[src/design/world_to_screen_projection_top_assert.svh]
// ---------------------------------------------------------------------------
// World-to-screen projection: assertion macros
// Shared concurrent assertion forms for the projection design files.
// ---------------------------------------------------------------------------
`ifndef WORLD_TO_SCREEN_PROJECTION_TOP_ASSERT_SVH
`define WORLD_TO_SCREEN_PROJECTION_TOP_ASSERT_SVH

// same-cycle implication, disabled while in reset
`define WTSP_ASSERT_NOW(lbl, clk, rst_n, ante, cons) \
    lbl: assert property (@(posedge clk) disable iff (!(rst_n)) (ante) |-> (cons)) \
        else $error("world_to_screen_projection: assertion failed");

// next-cycle implication, disabled while in reset
`define WTSP_ASSERT_NEXT(lbl, clk, rst_n, ante, cons) \
    lbl: assert property (@(posedge clk) disable iff (!(rst_n)) (ante) |=> (cons)) \
        else $error("world_to_screen_projection: assertion failed");

`endif

[src/design/wtsp_pkg.sv]
// ---------------------------------------------------------------------------
// World-to-screen projection package
// Shared constants, status codes and pipeline sideband type.
// ---------------------------------------------------------------------------
package wtsp_pkg;

    localparam int FRAC_BITS_DEF   = 16;
    localparam int COORD_WIDTH_DEF = 32;
    localparam int DATA_W          = 32;
    localparam int SCREEN_W        = 16;
    localparam int IDX_W           = 4;
    localparam int NUM_COEF        = 16;
    localparam int CFG_IDX_W       = 8;
    localparam int IN_TDATA_W      = 136;
    localparam int IN_TUSER_W      = 3;
    localparam int OUT_TDATA_W     = 64;
    localparam int OUT_TUSER_W     = 2;

    localparam logic [CFG_IDX_W-1:0] CFG_SCREEN_WIDTH  = 8'd0;
    localparam logic [CFG_IDX_W-1:0] CFG_SCREEN_HEIGHT = 8'd1;

    localparam logic [SCREEN_W-1:0] RESET_WIDTH  = 16'd1920;
    localparam logic [SCREEN_W-1:0] RESET_HEIGHT = 16'd1080;

    localparam logic MAT_VIEW = 1'b0;
    localparam logic MAT_PROJ = 1'b1;

    typedef enum logic [1:0] {
        ST_PROJECTED = 2'd0,
        ST_BEHIND    = 2'd1,
        ST_OUTSIDE   = 2'd2,
        ST_LOADED    = 2'd3
    } status_t;

    typedef struct packed {
        logic              is_load;
        logic              msel;
        logic [IDX_W-1:0]  idx;
        logic [DATA_W-1:0] coef;
        logic              cvis;
    } side_t;

endpackage

[src/design/wtsp_viewport.sv]
// ---------------------------------------------------------------------------
// Viewport mapping
// Range check and pixel scaling with flipped y; output register stage.
// ---------------------------------------------------------------------------
module wtsp_viewport #(
    parameter int CW        = 32,
    parameter int FRAC_BITS = 16
) (
    input  logic                              aclk,
    input  logic                              aresetn,
    input  logic                              en,
    input  logic                              in_valid,
    input  wtsp_pkg::side_t                   in_side,
    input  logic                              in_behind,
    input  logic signed [CW-1:0]              in_n [3],
    input  logic [wtsp_pkg::SCREEN_W-1:0]     width,
    input  logic [wtsp_pkg::SCREEN_W-1:0]     height,
    output logic                              out_valid,
    output wtsp_pkg::status_t                 out_status,
    output logic signed [CW-1:0]              out_sx,
    output logic signed [CW-1:0]              out_sy
);
    localparam int AW = CW + 1;
    localparam int MW = AW + wtsp_pkg::SCREEN_W + 1;
    localparam logic signed [CW-1:0] ONE = (FRAC_BITS < CW - 1) ?
        CW'(64'd1 << FRAC_BITS) : CW'({1'b0, {(CW-1){1'b1}}});
    localparam logic signed [CW-1:0] NEG_ONE = -ONE;
    localparam logic signed [MW-1:0] HI_M = MW'({1'b0, {(CW-1){1'b1}}});
    localparam logic signed [MW-1:0] LO_M = -HI_M - MW'(1);

    wtsp_pkg::status_t    st_next, st_reg, ost_reg;
    logic signed [AW-1:0] ax, ay;
    logic signed [MW-1:0] px_next, py_next, px_reg, py_reg, hx, hy;
    logic signed [CW-1:0] sx_next, sy_next, sx_reg, sy_reg;
    logic                 v1_reg, v2_reg;
    logic                 outside;

    always_comb begin
        outside = (in_n[0] < NEG_ONE) || (in_n[0] > ONE) ||
                  (in_n[1] < NEG_ONE) || (in_n[1] > ONE) ||
                  in_n[2][CW-1] || (in_n[2] > ONE);
        if (in_side.is_load) begin
            st_next = wtsp_pkg::ST_LOADED;
        end else if (in_behind) begin
            st_next = wtsp_pkg::ST_BEHIND;
        end else if (in_side.cvis && outside) begin
            st_next = wtsp_pkg::ST_OUTSIDE;
        end else begin
            st_next = wtsp_pkg::ST_PROJECTED;
        end
        ax      = AW'(in_n[0]) + AW'(ONE);
        ay      = AW'(ONE) - AW'(in_n[1]);
        px_next = MW'(signed'({1'b0, width}))  * MW'(ax);
        py_next = MW'(signed'({1'b0, height})) * MW'(ay);
    end

    always_comb begin
        hx = px_reg >>> 1;
        hy = py_reg >>> 1;
        if (st_reg != wtsp_pkg::ST_PROJECTED) begin
            sx_next = '0;
            sy_next = '0;
        end else begin
            sx_next = (hx > HI_M) ? CW'(HI_M) : (hx < LO_M) ? CW'(LO_M) : CW'(hx);
            sy_next = (hy > HI_M) ? CW'(HI_M) : (hy < LO_M) ? CW'(LO_M) : CW'(hy);
        end
    end

    always_ff @(posedge aclk) begin
        if (!aresetn) begin
            v1_reg <= 1'b0;
            v2_reg <= 1'b0;
        end else if (en) begin
            v1_reg <= in_valid;
            v2_reg <= v1_reg;
        end
    end

    always_ff @(posedge aclk) begin
        if (en) begin
            st_reg  <= st_next;
            px_reg  <= px_next;
            py_reg  <= py_next;
            ost_reg <= st_reg;
            sx_reg  <= sx_next;
            sy_reg  <= sy_next;
        end
    end

    assign out_valid  = v2_reg;
    assign out_status = ost_reg;
    assign out_sx     = sx_reg;
    assign out_sy     = sy_reg;

endmodule

[config.mk]
export PLATFORM = sky130hd
export DESIGN_NAME = wtsp_viewport
export DESIGN_NICKNAME = d
export VERILOG_FILES = /design/src/design/world_to_screen_projection_top_assert.svh /design/src/design/wtsp_pkg.sv /design/src/design/wtsp_viewport.sv
export SDC_FILE = /design/constraint.sdc
export NUM_CORES = 2
export LEC_CHECK = 0
export BUFFER_PORTS_ARGS = -buffer_cell sky130_fd_sc_hd__buf_2
export CAP_MARGIN = 5
export CORE_MARGIN = 1
export CORE_UTILIZATION = 60
export DETAILED_ROUTE_END_ITERATION = 7
export HOLD_SLACK_MARGIN = 0.08
export PLACE_DENSITY = 0.79
export SLEW_MARGIN = 15
export SYNTH_ARGS = -nofsm -noshare
export SYNTH_HDL_FRONTEND = slang
export SYNTH_SLANG_ARGS = --single-unit
[constraint.sdc]
create_clock -name aclk -period 15.35 [get_ports aclk]
set_clock_uncertainty 0.2 [all_clocks]
set_input_delay 1.535 -clock aclk [delete_from_list [all_inputs] [get_ports aclk]]
set_output_delay 1.535 -clock aclk [all_outputs]
set_load 0.02 [all_outputs]
==> impl_metrics.tcl <==
set metrics [dict create \
    outcome "completed" \
    die_area_mm2 0.07353 \
    synth-xor-area-share_pct 2.901 \
    grt_max_degree 106 \
    max_freq_mhz 98.87 \
    synth_top_family_by_area "adder cells" \
    setup_viol 0 \
    clk_pin_slew_ns 0.07 \
    drc 0 \
    cts_tree "yes" \
    antenna_found_initial 0 \
    yosysUniqueCellTypes 63 \
    nNetsFinal 6148 \
    area_growth_pct 5.820 \
    ys_ff_latch 168 \
    grt_use_total_pct 29.04 \
    diodes 0 \
    postSynthAreaPerCell_um2 9.332 \
    synth_compound_area_share_pct 5.268 \
    vias 31284 \
    grt_pass1_vias 34506 \
    hold_class "flop to flop" \
    mappedNetlistArea_mm2 0.04347 \
    num_io_pins 239 \
    cts.repair.resized 0 \
    synth-simple-area-share_pct 15.02 \
    yosys.area.top_type "fa_1" \
    post_cts_buffers 0 \
    arrival_ns 10.14 \
    die_w_um 271.2 \
    start_kind "primary input" \
    muxShareOfSynthArea_pct 0.04606 \
    syn_nets 6078 \
    gr-total-overflow 0 \
    drt-wirelength-per-cell_um 17.49 \
    h-tree-depth 4 \
    final_layout_size_suffix_gt1_share_pct 6.518 \
    firstDrtPassIters 6 \
    drt_iter0_markers 1871 \
    wirelength_um 99550 \
    max-clock-path-buffers 2 \
    fin_crit_ns 10.11 \
    place_congestion 0.8774 \
    fp.coreArea_mm2 0.07161 \
    slew_violations 0 \
    critPathRequiredTime_ns 15.37 \
    mostFrequentLayoutCells "1,177 x inv_1, 1,006 x fa_1, 759 x nand2_1" \
    rows 98 \
    hold_viol 0 \
    portBuffers 201 \
    cts_root_buf "clkbuf_16" \
    async_flop_share_pct 0 \
    synthTopCellsByArea "fa_1 46%, edfxtp_1 11%, inv_1 10%" \
    slew_headroom_pct 24.40 \
    crit_top_cell "fa_1" \
    cts_buffers 17 \
    setup_tns_ns 0 \
    criticalPathCategory "primary input to flop" \
    crit_path_end_kind "flop" \
    layout_commonest_cell "inv_1" \
    synthCells 4658 \
    crit_fanout 17 \
    fin_crit_sh_pct 65.89 \
    synthAdderAreaFrac_pct 53.30 \
    cpPeakStageDelay_ns 0.55 \
    cts_hold_buf 0 \
    dieHeight_um 271.2 \
    clock_latency_ns 0.49 \
    cts_sinks 168 \
    worstMarginPinSlew_ns 1.128 \
    yosysSeqAreaShare_pct 11.56 \
    rsz0062_at_grt "false" \
    synth_top_area_share_pct 46.33 \
    yosys_warnings 0 \
    post-dp-hpwl_um 77920 \
    grt_pass1_wl_um 169000 \
    viasPerCell 5.497 \
    ys.flop_type "edfxtp_1" \
    max_cap_viol_count 0 \
    synth_edf_count 166 \
    slowest_stage "nor4_1" \
    initial_core_util_pct 60.70 \
    ant_nets 0 \
]
## cell type report
cell class,count,area (um^2)
well taps,950,1189
inverters,1177,4418
clock buffers,17,425.4
multi-input cells,3112,33360
repair buffers,252,1395
fillers,5763,25610
clock inverters,15,190.2
flip-flops and latches,168,5025
## routing by layer
metal | routed length, um | share of wire [%] | vias up | GRT usage (%)
li1 | - | - | 13837 | -
met1 | 38480 | 39 | 15888 | 36.23
met2 | 50260 | 50 | 1236 | 50.63
met3 | 6745 | 6.8 | 323 | 4.458
met4 | 4062 | 4.1 | 0 | 11.90
met5 | 0 | 0 | - | 0
## synth_stat cells (6+ instances only)
cell type  number
o31a_1          6
a31oi_1        11
a211oi_1        8
fa_1         1006
o41ai_1         6
nor2b_1        22
ha_1          242
o21ai_0        46
or2_2           6
o21a_1         74
nor4_1         26
nand4_1        28
inv_1        1177
o211ai_1        9
clkbuf_1      197
xnor2_1       100
xor2_1         44
a21oi_1        95
nor2_1         58
o21bai_1       11
and2_1        375
nand3_1        24
edfxtp_1      166
nand2b_1       20
nor3_1         17
and3_1         13
nand2_1       759
a21o_1         52
## cells by family (layout without fill, tap and decap cells)
family          Yosys count  after routing
xor+xnor                144            144
simple gates           1370           1370
mux                       2              2
compound gates          348            348
buf+inv                1378           1461
fa+ha+maj              1248           1248
flops                   168            168
## metrics by stage
stage	utilization, %	hold slack (ns)	std cells	setup slack [ns]	area, um^2
finish	64.24	0.3208	5691	5.236	46000
global route	64.24	0.3463	5691	4.753	46000
CTS	64.24	0.3274	5691	5.354	46000
detailed placement	63.38	0.3093	5659	4.844	45380
global placement	63.38	0.2939	5659	4.990	45380
floorplan	-	0.2824	4658	5.988	43470
## critical path: cells and delay by family
family | cells | cell delay, ns
buf+inv | 5 | 0.63
compound gates | 6 | 1.38
xor+xnor | 2 | 0.34
simple gates | 11 | 2.80
fa+ha+maj | 7 | 3.44
## path summary, 6_finish.rpt
path	from	end	slack, ns	depth (start not counted)
max reg2reg	px_reg[47]	out_sx[15]	13.04	6
min	v1_reg	v1_reg	0.32	2
min reg2reg	v1_reg	v1_reg	0.32	2
max	in_n[32]	py_reg[47]	5.24	31
Power is left out: the tool's default activity adds up to more than one toggle a clock period on the data nets, which glitch-free logic cannot reach.
